--- src/hdl/utf8_bmp_stream_decoder_unit_assert.svh ---
// ----------------------------------------------------------------------------
// UTF-8 BMP decoder assertion macros
// Shared assertion wrappers. They compile to nothing when SYNTHESIS is set.
// ----------------------------------------------------------------------------
`ifndef UTF8_BMP_STREAM_DECODER_UNIT_ASSERT_SVH
`define UTF8_BMP_STREAM_DECODER_UNIT_ASSERT_SVH

`ifndef SYNTHESIS

// Clocked check, disabled while reset is held
`define U8D_ASSERT(lbl, prop, msg) \
  lbl: assert property (@(posedge clk_i) disable iff (!rst_ni) prop) \
    else $error(msg);

// Clocked check that also holds through reset
`define U8D_ASSERT_ALWAYS(lbl, prop, msg) \
  lbl: assert property (@(posedge clk_i) prop) \
    else $error(msg);

`else

`define U8D_ASSERT(lbl, prop, msg)
`define U8D_ASSERT_ALWAYS(lbl, prop, msg)

`endif

`endif

--- src/hdl/u8d_pkg.sv ---
// ----------------------------------------------------------------------------
// UTF-8 BMP decoder package
// Shared types, byte-class masks and status codes.
// ----------------------------------------------------------------------------
`timescale 1ns / 1ps

package u8d_pkg;

  // Default width of the clean byte counter
  localparam int unsigned DefCountWidth = 16;

  // Field widths
  localparam int unsigned ByteW     = 8;
  localparam int unsigned UnitW     = 16;
  localparam int unsigned ConsumedW = 16;
  localparam int unsigned PartialW  = 10;
  localparam int unsigned ContBitsW = 6;

  // Byte class masks and patterns
  localparam logic [ByteW-1:0] ASCII_MASK  = 8'h80;
  localparam logic [ByteW-1:0] LEAD2_MASK  = 8'hE0;
  localparam logic [ByteW-1:0] LEAD2_PAT   = 8'hC0;
  localparam logic [ByteW-1:0] LEAD3_MASK  = 8'hF0;
  localparam logic [ByteW-1:0] LEAD3_PAT   = 8'hE0;
  localparam logic [ByteW-1:0] CONT_MASK   = 8'hC0;
  localparam logic [ByteW-1:0] CONT_PAT    = 8'h80;
  localparam logic [ByteW-1:0] LEAD2_BITS  = 8'h1F;
  localparam logic [ByteW-1:0] LEAD3_BITS  = 8'h0F;

  // Sequence lengths
  localparam logic [1:0] SEQ_LEN_ONE   = 2'd1;
  localparam logic [1:0] SEQ_LEN_TWO   = 2'd2;
  localparam logic [1:0] SEQ_LEN_THREE = 2'd3;

  // Result status codes
  typedef enum logic [1:0] {
    ST_OK    = 2'd0,
    ST_BAD   = 2'd1,
    ST_TRUNC = 2'd2
  } status_e;

  // One input request held in the input register
  typedef struct packed {
    logic             valid;
    logic [ByteW-1:0] data_byte;
    logic             buffer_end;
  } byte_req_t;

  // One result request
  typedef struct packed {
    logic [UnitW-1:0]     code_unit;
    logic                 unit_valid;
    status_e              status;
    logic                 buffer_done;
    logic [ConsumedW-1:0] consumed;
  } result_t;

endpackage

--- src/hdl/u8d_in_stage.sv ---
// ----------------------------------------------------------------------------
// UTF-8 BMP decoder input stage
// Registers one incoming byte request and releases it when the decoder pops.
// ----------------------------------------------------------------------------
`timescale 1ns / 1ps

module u8d_in_stage
  import u8d_pkg::*;
(
  input  logic             clk_i,
  input  logic             rst_ni,
  input  logic             s_axis_tvalid,
  output logic             s_axis_tready,
  input  logic [ByteW-1:0] s_axis_tdata,   // [7:0] data_byte
  input  logic             s_axis_tlast,   // buffer_end
  input  logic             pop_i,
  output byte_req_t        req_o
);

  logic             valid_q, valid_d;
  logic [ByteW-1:0] byte_q;
  logic             last_q;
  logic             accept;

  // Take a new request when empty or when the held one leaves
  assign s_axis_tready = !valid_q || pop_i;
  assign accept        = s_axis_tvalid && s_axis_tready;

  always_comb begin
    valid_d = valid_q;
    if (accept) begin
      valid_d = 1'b1;
    end else if (pop_i) begin
      valid_d = 1'b0;
    end
  end

  always_ff @(posedge clk_i or negedge rst_ni) begin
    if (!rst_ni) begin
      valid_q <= 1'b0;
    end else begin
      valid_q <= valid_d;
    end
  end

  // Hold the payload
  always_ff @(posedge clk_i) begin
    if (accept) begin
      byte_q <= s_axis_tdata;
      last_q <= s_axis_tlast;
    end
  end

  assign req_o = '{valid: valid_q, data_byte: byte_q, buffer_end: last_q};

endmodule

--- src/hdl/u8d_decode.sv ---
// ----------------------------------------------------------------------------
// UTF-8 BMP decoder core
// Holds the sequence state; decodes one byte per cycle unless its result waits.
// ----------------------------------------------------------------------------
`timescale 1ns / 1ps

`include "utf8_bmp_stream_decoder_unit_assert.svh"

module u8d_decode
  import u8d_pkg::*;
#(
  parameter int unsigned COUNT_WIDTH = DefCountWidth
) (
  input  logic      clk_i,
  input  logic      rst_ni,
  input  byte_req_t req_i,
  input  logic      out_free_i,
  output logic      pop_o,
  output logic      push_o,
  output result_t   res_o
);

  logic [1:0]             pend_q, pend_d;
  logic [PartialW-1:0]    partial_q, partial_d;
  logic [COUNT_WIDTH-1:0] cnt_q, cnt_d;
  logic [1:0]             seqlen_q, seqlen_d;
  logic                   stopped_q, stopped_d;

  logic                   res_vld;
  result_t                res_base;
  logic                   do_add;
  logic [1:0]             add_len;
  logic                   clear;
  logic [ByteW-1:0]       b;
  logic                   last;
  logic [UnitW-1:0]       v;
  logic [COUNT_WIDTH:0]   sum;
  logic [COUNT_WIDTH-1:0] cnt_add;
  logic [ConsumedW-1:0]   cnt_sat;

  assign b    = req_i.data_byte;
  assign last = req_i.buffer_end;
  assign v    = {partial_q, b[ContBitsW-1:0]};

  // Decode the byte against the open sequence
  always_comb begin
    res_vld   = 1'b0;
    res_base  = '0;
    do_add    = 1'b0;
    add_len   = '0;
    clear     = 1'b0;
    pend_d    = pend_q;
    partial_d = partial_q;
    seqlen_d  = seqlen_q;
    stopped_d = stopped_q;
    if (stopped_q) begin
      // drop bytes until the buffer ends
      if (last) begin
        res_vld              = 1'b1;
        res_base.buffer_done = 1'b1;
        clear                = 1'b1;
      end
    end else if (pend_q == 2'd0) begin
      if ((b & ASCII_MASK) == '0) begin
        do_add               = 1'b1;
        add_len              = SEQ_LEN_ONE;
        res_vld              = 1'b1;
        res_base.unit_valid  = 1'b1;
        res_base.code_unit   = {{(UnitW-ByteW){1'b0}}, b};
        res_base.buffer_done = last;
        clear                = last;
      end else if ((b & LEAD2_MASK) == LEAD2_PAT) begin
        partial_d = PartialW'(b & LEAD2_BITS);
        pend_d    = 2'd1;
        seqlen_d  = SEQ_LEN_TWO;
        if (last) begin
          res_vld              = 1'b1;
          res_base.status      = ST_TRUNC;
          res_base.buffer_done = 1'b1;
          clear                = 1'b1;
        end
      end else if ((b & LEAD3_MASK) == LEAD3_PAT) begin
        partial_d = PartialW'(b & LEAD3_BITS);
        pend_d    = 2'd2;
        seqlen_d  = SEQ_LEN_THREE;
        if (last) begin
          res_vld              = 1'b1;
          res_base.status      = ST_TRUNC;
          res_base.buffer_done = 1'b1;
          clear                = 1'b1;
        end
      end else begin
        // bad lead byte
        res_vld              = 1'b1;
        res_base.status      = ST_BAD;
        res_base.buffer_done = last;
        clear                = last;
        stopped_d            = !last;
      end
    end else if ((b & CONT_MASK) != CONT_PAT) begin
      // bad continuation byte, drop the open sequence
      res_vld              = 1'b1;
      res_base.status      = ST_BAD;
      res_base.buffer_done = last;
      clear                = last;
      stopped_d            = !last;
      pend_d               = '0;
    end else if (pend_q == 2'd1) begin
      // sequence complete
      do_add               = 1'b1;
      add_len              = seqlen_q;
      pend_d               = 2'd0;
      partial_d            = '0;
      seqlen_d             = '0;
      res_vld              = 1'b1;
      res_base.unit_valid  = 1'b1;
      res_base.code_unit   = v;
      res_base.buffer_done = last;
      clear                = last;
    end else begin
      // gather payload bits
      pend_d    = pend_q - 2'd1;
      partial_d = v[PartialW-1:0];
      if (last) begin
        res_vld              = 1'b1;
        res_base.status      = ST_TRUNC;
        res_base.buffer_done = 1'b1;
        clear                = 1'b1;
      end
    end
    if (clear) begin
      pend_d    = '0;
      partial_d = '0;
      seqlen_d  = '0;
      stopped_d = 1'b0;
    end
  end

  // Saturating clean count
  assign sum     = {1'b0, cnt_q} + (COUNT_WIDTH+1)'(add_len);
  assign cnt_add = !do_add          ? cnt_q :
                   sum[COUNT_WIDTH] ? {COUNT_WIDTH{1'b1}} : sum[COUNT_WIDTH-1:0];
  assign cnt_d   = clear ? '0 : cnt_add;

  // Clamp the count to the reported width
  if (COUNT_WIDTH > ConsumedW) begin : g_wide
    assign cnt_sat = (|cnt_add[COUNT_WIDTH-1:ConsumedW]) ? {ConsumedW{1'b1}} :
                     cnt_add[ConsumedW-1:0];
  end else begin : g_narrow
    assign cnt_sat = ConsumedW'(cnt_add);
  end

  always_comb begin
    res_o          = res_base;
    res_o.consumed = cnt_sat;
  end

  // Advance when the request makes no result or the result slot is free
  assign pop_o  = req_i.valid && (!res_vld || out_free_i);
  assign push_o = req_i.valid && res_vld && out_free_i;

  always_ff @(posedge clk_i or negedge rst_ni) begin
    if (!rst_ni) begin
      pend_q    <= '0;
      partial_q <= '0;
      cnt_q     <= '0;
      seqlen_q  <= '0;
      stopped_q <= 1'b0;
    end else if (pop_o) begin
      pend_q    <= pend_d;
      partial_q <= partial_d;
      cnt_q     <= cnt_d;
      seqlen_q  <= seqlen_d;
      stopped_q <= stopped_d;
    end
  end

  `U8D_ASSERT_ALWAYS(a_stop_no_pend, stopped_q |-> pend_q == 2'd0, "stopped with open sequence")
  `U8D_ASSERT(a_pend_len,
    (pend_q != 2'd0) |-> (seqlen_q >= SEQ_LEN_TWO && pend_q < seqlen_q),
    "pending count exceeds sequence")
  `U8D_ASSERT(a_end_clears,
    (pop_o && req_i.buffer_end) |=> (pend_q == 2'd0 && !stopped_q && cnt_q == '0),
    "state not cleared at buffer end")
  `U8D_ASSERT(a_cnt_grows, (pop_o && !req_i.buffer_end) |=> cnt_q >= $past(cnt_q),
    "clean count fell inside a buffer")
  `U8D_ASSERT(a_unit_ok, (push_o && res_o.unit_valid) |-> res_o.status == ST_OK,
    "unit with error status")

endmodule

--- src/hdl/u8d_out_stage.sv ---
// ----------------------------------------------------------------------------
// UTF-8 BMP decoder output stage
// Registers one result request and presents it on the master stream.
// ----------------------------------------------------------------------------
`timescale 1ns / 1ps

module u8d_out_stage
  import u8d_pkg::*;
(
  input  logic                          clk_i,
  input  logic                          rst_ni,
  input  logic                          push_i,
  input  result_t                       res_i,
  output logic                          free_o,
  output logic                          m_axis_tvalid,
  input  logic                          m_axis_tready,
  output logic [UnitW+ConsumedW-1:0]    m_axis_tdata,  // [15:0] code_unit, [31:16] consumed
  output logic [2:0]                    m_axis_tuser,  // [0] unit_valid, [2:1] status
  output logic                          m_axis_tlast   // buffer_done
);

  logic    valid_q, valid_d;
  result_t res_q;

  // Slot can take a result when empty or being drained
  assign free_o = !valid_q || m_axis_tready;

  always_comb begin
    valid_d = valid_q;
    if (push_i) begin
      valid_d = 1'b1;
    end else if (m_axis_tready) begin
      valid_d = 1'b0;
    end
  end

  always_ff @(posedge clk_i or negedge rst_ni) begin
    if (!rst_ni) begin
      valid_q <= 1'b0;
    end else begin
      valid_q <= valid_d;
    end
  end

  // Hold the result payload
  always_ff @(posedge clk_i) begin
    if (push_i) begin
      res_q <= res_i;
    end
  end

  assign m_axis_tvalid = valid_q;
  assign m_axis_tdata  = {res_q.consumed, res_q.code_unit};
  assign m_axis_tuser  = {res_q.status, res_q.unit_valid};
  assign m_axis_tlast  = res_q.buffer_done;

endmodule

--- src/hdl/utf8_bmp_stream_decoder_unit.sv ---
// ----------------------------------------------------------------------------
// UTF-8 BMP stream decoder
// Decodes one- to three-byte UTF-8 sequences into 16-bit code units.
// ----------------------------------------------------------------------------
// Usage:
//   The slave stream carries one raw byte per request in tdata[7:0]; tlast
//   marks the last byte of a buffer. The master stream carries at most one
//   result per byte: tdata[15:0] code unit, tdata[31:16] clean byte count,
//   tuser[0] unit valid, tuser[2:1] status (0 ok, 1 bad byte, 2 truncated),
//   tlast marks the last result of a buffer.
//   A byte that completes a character, hits a bad byte, or ends a buffer
//   gives one result; lead bytes and middle continuation bytes give none.
//   After a bad byte the rest of the buffer is dropped and its last byte
//   gives a closing result with the clean count.
//   Throughput is one byte per cycle unless a result waits on a full result
//   register. A byte is held in the input register while the decode logic
//   loads its result, if any, into the result register, which then drives
//   the master stream. When the receiver stalls, the result register holds;
//   bytes that give no result still pass, and the input register takes one
//   more byte before tready drops. Reset clears all sequence state and the
//   valid flags of both registers, and the block is ready once reset is
//   released.
// ----------------------------------------------------------------------------
`timescale 1ns / 1ps

module utf8_bmp_stream_decoder_unit
  import u8d_pkg::*;
#(
  parameter int unsigned COUNT_WIDTH = DefCountWidth
) (
  input  logic                       clk_i,
  input  logic                       rst_ni,
  input  logic                       s_axis_tvalid,
  output logic                       s_axis_tready,
  input  logic [ByteW-1:0]           s_axis_tdata,   // [7:0] data_byte
  input  logic                       s_axis_tlast,   // buffer_end
  output logic                       m_axis_tvalid,
  input  logic                       m_axis_tready,
  output logic [UnitW+ConsumedW-1:0] m_axis_tdata,   // [15:0] code_unit, [31:16] consumed
  output logic [2:0]                 m_axis_tuser,   // [0] unit_valid, [2:1] status
  output logic                       m_axis_tlast    // buffer_done
);

  byte_req_t req;
  result_t   res;
  logic      pop;
  logic      push;
  logic      out_free;

  // Input register
  u8d_in_stage u_in (
    .clk_i         (clk_i),
    .rst_ni        (rst_ni),
    .s_axis_tvalid (s_axis_tvalid),
    .s_axis_tready (s_axis_tready),
    .s_axis_tdata  (s_axis_tdata),
    .s_axis_tlast  (s_axis_tlast),
    .pop_i         (pop),
    .req_o         (req)
  );

  // Decode logic and sequence state
  u8d_decode #(
    .COUNT_WIDTH (COUNT_WIDTH)
  ) u_dec (
    .clk_i      (clk_i),
    .rst_ni     (rst_ni),
    .req_i      (req),
    .out_free_i (out_free),
    .pop_o      (pop),
    .push_o     (push),
    .res_o      (res)
  );

  // Result register
  u8d_out_stage u_out (
    .clk_i         (clk_i),
    .rst_ni        (rst_ni),
    .push_i        (push),
    .res_i         (res),
    .free_o        (out_free),
    .m_axis_tvalid (m_axis_tvalid),
    .m_axis_tready (m_axis_tready),
    .m_axis_tdata  (m_axis_tdata),
    .m_axis_tuser  (m_axis_tuser),
    .m_axis_tlast  (m_axis_tlast)
  );

endmodule
--- config.mk ---
export PLATFORM = sky130hd
export DESIGN_NAME = utf8_bmp_stream_decoder_unit
export DESIGN_NICKNAME = d
export VERILOG_FILES = /design/src/hdl/u8d_pkg.sv /design/src/hdl/u8d_in_stage.sv /design/src/hdl/u8d_decode.sv /design/src/hdl/u8d_out_stage.sv /design/src/hdl/utf8_bmp_stream_decoder_unit.sv
export VERILOG_INCLUDE_DIRS = /design/src /design/src/hdl
export SDC_FILE = /design/constraint.sdc
export NUM_CORES = 1
export LEC_CHECK = 0
export BUFFER_PORTS_ARGS = -buffer_cell sky130_fd_sc_hd__buf_2
export CORE_MARGIN = 2
export CORE_UTILIZATION = 52
export CTS_CLUSTER_DIAMETER = 40
export DETAILED_ROUTE_END_ITERATION = 7
export HOLD_SLACK_MARGIN = 0.06
export PLACE_DENSITY = 0.74
export REMOVE_ABC_BUFFERS = 1
export SLEW_MARGIN = 20
export SYNTH_ARGS = -nofsm -noshare
export SYNTH_HDL_FRONTEND = slang
export SYNTH_HIERARCHICAL = 1
export SYNTH_SLANG_ARGS = --single-unit
--- constraint.sdc ---
create_clock -name clk_i -period 5.2 [get_ports clk_i]
set_clock_uncertainty 0.1 [all_clocks]
set_input_delay 1.56 -clock clk_i [delete_from_list [all_inputs] [get_ports clk_i]]
set_output_delay 1.56 -clock clk_i [all_outputs]
set_load 0.05 [all_outputs]
==> flow_summary.toml, run 1 <==
[setup_path]
worstPathArrival_ns = 2.64
worstSetupStartpointType = "flip-flop"
critPathKind = "reg2out"
rr_endpoint = "u_dec/cnt_q[5]"
r2r_start = "u_dec/pend_q[0]"
required_ns = 3.54
crit_family = "simple AND/OR/NAND/NOR gates"
r2r_cells = 11
slowest_delay_ns = 0.43
ff2ff_setup_slack_ns = 1.13
crit_fanout = 15
end_kind = "primary output"
cp_num_cells = 8
crit_buf_inv = 3
worstPathCellList = "inv_1 -> ha_1 -> or2_1 -> o2bb2ai_1 -> a31oi_4 -> inv_2 -> nand2b_4 -> buf_2"
critPathSlowestCell = "or2_1"

[finish]
drive_above_1_share_pct = 20.8
area_growth_pct = 13.3
nets = 403
n_antenna_cell = 0
post_layout_nonfiller_instances = 489

[logic_synthesis]
synthFlopType = "edfxtp_1"
yosysWarnings = 6
yosys-top-cells-area = "edfxtp_1 (35%), dfrtp_1 (21%), nand2_1 (3.8%)"
synth_edf_count = 45
synth_top_area_share_pct = 35.2
seq_area_frac_synth_pct = 56.7
postSynthAreaPerCell_um2 = 11.3
synth_cell_types = 57
synth_top_area_cell = "edfxtp_1"
async_flop_share_pct = 42.3
syn_area_mm2 = 0.00384
synthCells = 340
ys_top_cells_by_count = "edfxtp_1 (45), nand2_1 (39), dfrtp_1 (33), a21oi_1 (19)"
yosysMostFrequentCell = "edfxtp_1"
ys_ff_latch = 78

[cts]
cts_made_buffers = 9
root_buffer = "clkbuf_8"
cts_buffer_depth = 2
cts_tree = "built"
post-cts-setup-buffer-count = 0
cts_hold_buf = 0
htree_num_levels = 3
clkTransAtPathRegs_ns = 0.09
cts-resized-gates = 0
clk_latency_ns = 0.35
cts.sink_count = 78

[placement]
dpl.cell_count = 472
numPortBuffers = 50
dp_hpwl_um = 5000
gp_congestion = 0.894

[global_routing]
grt_pass1_wl_um = 12600
grt_max_degree = 38
grt_usage_pct = 19.8
overflow = 0
antenna_found_initial = 0
grt_pass1_vias = 2613

[drt]
drt-total-wl_um = 7720
avgRoutedWirePerCell_um = 15.8
vias_per_cell = 5.55
drt_iter0_markers = 147
dr.pass1.iters = 4
route.detailed.drc = 0
vias = 2715
ant_nets = 0

[timing]
tightest_slew_ns = 0.841
rsz0062_at_grt = "no"
slew_viol_final = 0
final-hold-violation-count = 0
period_share_pct = 82.7
holdWs_ns = 0.395
fin_crit_ns = 4.30
setup_viol = 0
slew_headroom_pct = 43.9
fmax_mhz = 232
fin_tns_setup_ns = 0

[min_path]
min_to = "u_dec/partial_q[4]"
hold_class = "reg2reg"
hold_path_depth = 1
min_from = "u_dec/partial_q[4]"

[floorplanning]
die_y_um = 90.0
rows = 31
start_util_pct = 53.3
die_area_mm2 = 0.00809
die_x_um = 90.0
core_area_mm2 = 0.00721
io_pins = 51

[run]
drv_cap = 0

[power_and_ir_drop]
power_density_mw_per_mm2 = 532
power.leakage_nw = 1.91
worst_ir_drop_vdd_v = 0.000219

[outcome]
outcome = "finished, final reports clean"
-- metrics by stage --
step	setup slack (ns)	total power, W	util, %	instance area, µm²
2_1_floorplan	0.895	0.00164	-	3730
3_3_place_gp	0.971	0.00186	57.4	4140
3_5_place_dp	0.954	0.00187	57.4	4140
4_1_cts	0.911	0.00231	60.0	4330
5_1_grt	0.768	0.00244	60.4	4350
6_report	0.897	0.00232	60.4	4350
-- layout make-up --
type | count | area [µm²]
clock buffers | 9 | 124
flip-flops and latches | 78 | 2180
clock inverters | 7 | 63.8
well taps | 99 | 124
repair buffers | 54 | 300
fillers | 609 | 2860
inverters | 21 | 78.8
multi-input cells | 221 | 1490
-- registers in the layout, indices dropped and copies added (netlist names) --
signal,cells
u_out/m_axis_tdata,32
u_dec/cnt_q,16
u_dec/partial_q,10
u_in/byte_q,8
u_out/m_axis_tuser,3
u_dec/pend_q,2
u_dec/seqlen_q,2
u_dec/stopped_q,1
u_in/last_q,1
u_in/valid_q,1
u_out/m_axis_tlast,1
u_out/m_axis_tvalid,1
-- logic make-up after synthesis --
| family | count (synthesis) | share of synthesized area (%) |
|---|---|---|
| and+or+nand+nor | 122 | 17.4 |
| DFF | 78 | 56.7 |
| AOI/OAI and AO/OA | 72 | 13.9 |
| buffers and inverters | 41 | 4.85 |
| xor gates and xnor gates | 12 | 2.74 |
| muxes | 10 | 2.64 |
| adders and majority gates | 5 | 1.82 |
-- report_power, final --
part / switching, W / internal, W
registers: 0.0000758 / 0.000843
clock network: 0.000249 / 0.000184
logic: 0.000719 / 0.000244
total: 0.00104 / 0.00127
-- worst max path at each step --
| stage | startpoint | end | slack [ns] |
|---|---|---|---|
| 5_1_grt | u_dec/pend_q[0] | s_axis_tready | 0.77 |
| 2_1_floorplan | m_axis_tready | s_axis_tready | 0.90 |
| 4_1_cts | u_dec/pend_q[0] | s_axis_tready | 0.91 |
| 6_report | u_dec/pend_q[0] | s_axis_tready | 0.90 |
| 3_3_place_gp | m_axis_tready | s_axis_tready | 0.97 |
| 3_5_place_dp | m_axis_tready | s_axis_tready | 0.95 |
-- placed cells by master, fill, tap and decap left out, types with 3 or more instances in the layout --
master    count
nand3_1       3
o21a_1        8
and3_1        9
nand2_1      39
nand2b_1      3
and4_1        5
clkbuf_8      9
buf_2        50
ha_1          4
a21o_1        3
xnor2_1      10
and4b_1       3
inv_1        18
nor2b_1       6
mux2i_1       9
o21ai_1       4
buf_4         3
nor4_1        9
nor3_1        5
edfxtp_1     45
a21oi_1      19
o21ai_0       3
o22a_1        8
nor2_1       17
and2_1       10
dfrtp_1      33
a31oi_1       9
-- layer usage --
metal	vias to the layer above	wire, µm	track usage [%]
met1	1305	3340	25.0
met3	16	344	4.78
met5	-	0	0
met2	75	3860	32.8
met4	0	168	8.08
li1	1319	-	-
-- worst reg2reg max path, delay by kind of cell (launching register included) --
kind,cells,cell delay (ns)
adders and majority gates,2,0.88
and+or+nand+nor,5,1.81
buffers and inverters,1,0.08
DFF,1,0.40
AOI/OAI and AO/OA,3,0.74
Power figures use the tool's default switching activity.
==> inputs of run 2 (changes only) <==
==> constraint.sdc (replaced) <==
create_clock -name clk_i -period 4.3 [get_ports clk_i]
set_clock_uncertainty 0.1 [all_clocks]
set_input_delay 1.29 -clock clk_i [delete_from_list [all_inputs] [get_ports clk_i]]
set_output_delay 1.29 -clock clk_i [all_outputs]
set_load 0.05 [all_outputs]
==> run 2 against run 1 <==
Against the previous run: register-to-register slack lost 0.61 ns; global-route usage grew 0.36 points; worst setup slack lost 0.54 ns; die area is the same; cell area grew 0.17%; sequential power grew 20%; critical path depth grew 1; clock-buffer cell count is the same; hold slack gained 0.0059 ns.
==> flow_summary.toml, run 2 (same netlist as run 1, synthesis figures left out) <==
[cts]
cts_hold_buf = 0
clk_latency_ns = 0.36
cts_tree = "built"
post-cts-setup-buffer-count = 0
clkTransAtPathRegs_ns = 0.08
htree_num_levels = 3
cts_buffer_depth = 2
cts.sink_count = 78
cts-resized-gates = 0
root_buffer = "clkbuf_8"
cts_made_buffers = 9

[timing]
period_share_pct = 91.6
setup_viol = 0
slew_viol_final = 0
holdWs_ns = 0.401
slew_headroom_pct = 46.2
fin_tns_setup_ns = 0
fin_crit_ns = 3.94
fmax_mhz = 254
tightest_slew_ns = 0.806
final-hold-violation-count = 0
rsz0062_at_grt = "no"

[drt]
dr.pass1.iters = 5
avgRoutedWirePerCell_um = 16.0
route.detailed.drc = 0
drt-total-wl_um = 7870
drt_iter0_markers = 135
vias_per_cell = 5.61
ant_nets = 0
vias = 2767

[finish]
nets = 407
area_growth_pct = 13.5
final_cell_mix = "buf_2 (50), edfxtp_1 (45), nand2_1 (39)"
finalCoreUtilization_pct = 60.5
largest_reg_flops = 32
drive_above_1_share_pct = 21.6
n_antenna_cell = 0
final_common_cell = "buf_2"
final_area_mm2 = 0.00436

[global_routing]
grt_pass1_vias = 2714
antenna_found_initial = 0
grt_max_degree = 34
overflow = 0
grt_pass1_wl_um = 12900
grt_usage_pct = 20.1

[placement]
postPlaceCellArea_mm2 = 0.00418
dp_hpwl_um = 5470
numPortBuffers = 50
gp_congestion = 0.900

[setup_path]
worstPathArrival_ns = 2.55
crit_fanout = 11
required_ns = 2.91
critPathKind = "reg2out"
worstSetupStartpointType = "flip-flop"
end_kind = "primary output"

[power_and_ir_drop]
internal_power_w = 0.00154
total_power_w = 0.00280
swShare_pct = 45.0
pwr-share-clk_pct = 18.5
seq_power_share_pct = 39.3
power.leakage_nw = 1.92
power.switching_w = 0.00126
power_density_mw_per_mm2 = 641
worst_ir_drop_vdd_v = 0.000243
pwr-share-comb_pct = 42.2

[floorplanning]
rows = 31
die_x_um = 90.0
start_util_pct = 53.3
core_area_mm2 = 0.00721
die_y_um = 90.0
die_area_mm2 = 0.00809
io_pins = 51

[min_path]
hold_class = "reg2reg"

[outcome]
outcome = "finished, final reports clean"

[run]
drv_cap = 0
run 2: layout make-up:
type | count | area [µm²]
Fill cell | 618 | 2850
Sequential cell | 78 | 2180
Multi-Input combinational cell | 221 | 1490
Timing Repair Buffer | 58 | 310
Clock buffer | 9 | 124
Tap cell | 99 | 124
Inverter | 21 | 78.8
Clock inverter | 7 | 61.3
run 2: path summary, 6_finish.rpt:
kind	start	to	slack, ns	cells after the start
min in group asynchronous	rst_ni	u_dec/partial_q[3]	0.92	1
worst min register to register	u_dec/partial_q[4]	u_dec/partial_q[4]	0.40	1
worst max register to register	u_dec/pend_q[0]	u_dec/cnt_q[15]	0.52	14
worst min-delay path	u_dec/partial_q[4]	u_dec/partial_q[4]	0.40	1
max in group asynchronous	rst_ni	u_dec/cnt_q[0]	2.67	1
worst max-delay path	u_dec/pend_q[0]	s_axis_tready	0.36	9
run 2: worst max-delay path: stages, from the launching register on:
cell and delay, ns:
dfrtp_1 0.42, inv_1 0.08, ha_1 0.31, or2_1 0.26, buf_4 0.18, o2bb2ai_1 0.34
a31oi_4 0.15, inv_2 0.08, nand2b_4 0.12, buf_2 0.26
run 2: power by group through the flow:
| stage | combinational, W | clock (W) | sequential (W) |
|---|---|---|---|
| finish | 0.00118 | 0.000517 | 0.00110 |
| global route | 0.00126 | 0.000554 | 0.00112 |
| CTS | 0.00118 | 0.000529 | 0.00110 |
| detailed placement | 0.00118 | 0 | 0.00112 |
| global placement | 0.00116 | 0 | 0.00111 |
| floorplan | 0.000447 | 0 | 0.00154 |
run 2: per-layer routing:
metal / global-route usage [%] / routed length [µm]
met2: 34.9 / 4150
met4: 9.87 / 104
met3: 3.69 / 385
met5: 0 / 0
met1: 24.2 / 3230
run 2: stage by stage:
step,instances,setup slack (ns)
floorplan,320,0.535
global placement,477,0.612
detailed placement,477,0.563
CTS,493,0.347
global route,493,0.177
finish,493,0.361
==> inputs of run 3 (changes only) <==
--- a/config.mk
+++ b/config.mk
@@ -8,11 +8,11 @@
 export LEC_CHECK = 0
 export BUFFER_PORTS_ARGS = -buffer_cell sky130_fd_sc_hd__buf_2
 export CORE_MARGIN = 2
-export CORE_UTILIZATION = 52
+export CORE_UTILIZATION = 45
 export CTS_CLUSTER_DIAMETER = 40
 export DETAILED_ROUTE_END_ITERATION = 7
 export HOLD_SLACK_MARGIN = 0.06
-export PLACE_DENSITY = 0.74
+export PLACE_DENSITY = 0.66
 export REMOVE_ABC_BUFFERS = 1
 export SLEW_MARGIN = 20
 export SYNTH_ARGS = -nofsm -noshare
==> constraint.sdc (replaced) <==
create_clock -name clk_i -period 4.7 [get_ports clk_i]
set_clock_uncertainty 0.1 [all_clocks]
set_input_delay 1.41 -clock clk_i [delete_from_list [all_inputs] [get_ports clk_i]]
set_output_delay 1.41 -clock clk_i [all_outputs]
set_load 0.05 [all_outputs]
==> run 3 against run 2 <==
Against the previous run: routed wire length is 0.61% lower; cell area is 0.43% higher; clock-buffer cell count is 2 higher; via count is 1.1% lower; global-route usage is 1.9 points lower; die area is 15% higher; non-clock buffer count is 4 lower.
==> flow_summary.toml, run 3 (same netlist as run 1, synthesis figures left out) <==
[cts]
cts-resized-gates = 0
root_buffer = "clkbuf_8"
cts_made_buffers = 9
cts.sink_count = 78
post-cts-setup-buffer-count = 0
cts_hold_buf = 0
htree_num_levels = 3
cts_tree = "built"
cts_buffer_depth = 2
clkTransAtPathRegs_ns = 0.08
clk_latency_ns = 0.35

[drt]
route.detailed.drc = 0
vias = 2736
avgRoutedWirePerCell_um = 15.8
vias_per_cell = 5.53
drt-total-wl_um = 7820
dr.pass1.iters = 4
drt_iter0_markers = 138
ant_nets = 0

[timing]
holdWs_ns = 0.393
slew_viol_final = 0
fin_ws_ns = 0.534
fin_tns_setup_ns = 0
period_share_pct = 88.6
tightest_slew_ns = 0.990
rsz0062_at_grt = "no"
setup_viol = 0
slew_headroom_pct = 34.0
fin_crit_ns = 4.17
final-hold-violation-count = 0
fmax_mhz = 240

[global_routing]
grt_pass1_vias = 2535
antenna_found_initial = 0
grt_usage_pct = 18.2
grt_max_degree = 38
grt_pass1_wl_um = 12700
overflow = 0

[finish]
final_common_cell = "buf_2"
final_cell_mix = "buf_2 (50), edfxtp_1 (45), nand2_1 (39)"
largest_reg_flops = 32
area_growth_pct = 14.0
final_area_mm2 = 0.00438
drive_above_1_share_pct = 19.7
nets = 403
finalCoreUtilization_pct = 53.0
n_antenna_cell = 0

[floorplanning]
core_area_mm2 = 0.00826
io_pins = 51
die_area_mm2 = 0.00929
rows = 33
die_x_um = 96.4
start_util_pct = 46.5
die_y_um = 96.4

[run]
drv_cap = 0

[setup_path]
worstPathArrival_ns = 2.66
worstSetupStartpointType = "flip-flop"
critPathKind = "reg2out"
crit_fanout = 15
crit_buf_inv = 3
crit_family = "compound AO/OA/AOI/OAI gates"
worstPathCellList = "inv_1 -> ha_1 -> or2_1 -> o2bb2ai_1 -> a31oi_4 -> inv_2 -> nand2b_4 -> buf_2"
critPathSlowestCell = "o2bb2ai_1"
slowest_delay_ns = 0.45
required_ns = 3.19
end_kind = "primary output"

[min_path]
hold_class = "reg2reg"

[placement]
gp_congestion = 0.818
dp_hpwl_um = 5100
numPortBuffers = 50
dp_slack_ns = 0.755
postPlaceCellArea_mm2 = 0.00415

[power_and_ir_drop]
power_density_mw_per_mm2 = 598
worst_ir_drop_vdd_v = 0.000494
power.leakage_nw = 1.92

[outcome]
outcome = "finished, final reports clean"
## run 3: final cells by class
cell class	count	area (µm²)
Fill cell	756	3880
Clock buffer	11	131
Timing Repair Buffer	54	300
Sequential cell	78	2180
Clock inverter	5	75.1
Tap cell	105	131
Multi-Input combinational cell	221	1490
Inverter	21	78.8
## run 3: per-layer routing
layer	wire [µm]	track usage, %	vias to the layer above
met5	0	0	-
met4	142	7.04	0
met3	482	2.56	13
met2	3450	27.0	98
met1	3740	27.2	1304
li1	-	-	1321
## run 3: worst register-to-register path, cell delays in order, from the launching register on
cell and delay, ns:
dfrtp_1 0.39, inv_1 0.08, ha_1 0.35, or2_1 0.43, nor3_1 0.26, nand2_1 0.15
fa_1 0.51, and4b_1 0.33, o2111ai_2 0.23, or2_1 0.59, a41oi_1 0.36, o22a_1 0.16
## run 3: worst paths after layout
kind / to / slack (ns) / from / cells past startpoint
max: s_axis_tready / 0.53 / u_dec/pend_q[0] / 8
min: u_dec/seqlen_q[1] / 0.39 / u_dec/seqlen_q[1] / 1
max reg2reg: u_dec/cnt_q[5] / 0.70 / u_dec/pend_q[0] / 11
min reg2reg: u_dec/seqlen_q[1] / 0.39 / u_dec/seqlen_q[1] / 1
max in group asynchronous: u_dec/cnt_q[3] / 2.94 / rst_ni / 1
min in group asynchronous: u_in/valid_q / 1.05 / rst_ni / 1
## run 3: stage by stage
step | std cells | total power [W]
2_1_floorplan | 320 | 0.00181
3_3_place_gp | 478 | 0.00207
3_5_place_dp | 478 | 0.00208
4_1_cts | 494 | 0.00261
5_1_grt | 495 | 0.00276
6_report | 495 | 0.00262
## run 3: report_power, final
part / internal, W / switching (W) / total [W]
Sequential: 0.000933 / 0.0000792 / 0.00101
Clock: 0.000296 / 0.000231 / 0.000527
Combinational: 0.000275 / 0.000807 / 0.00108
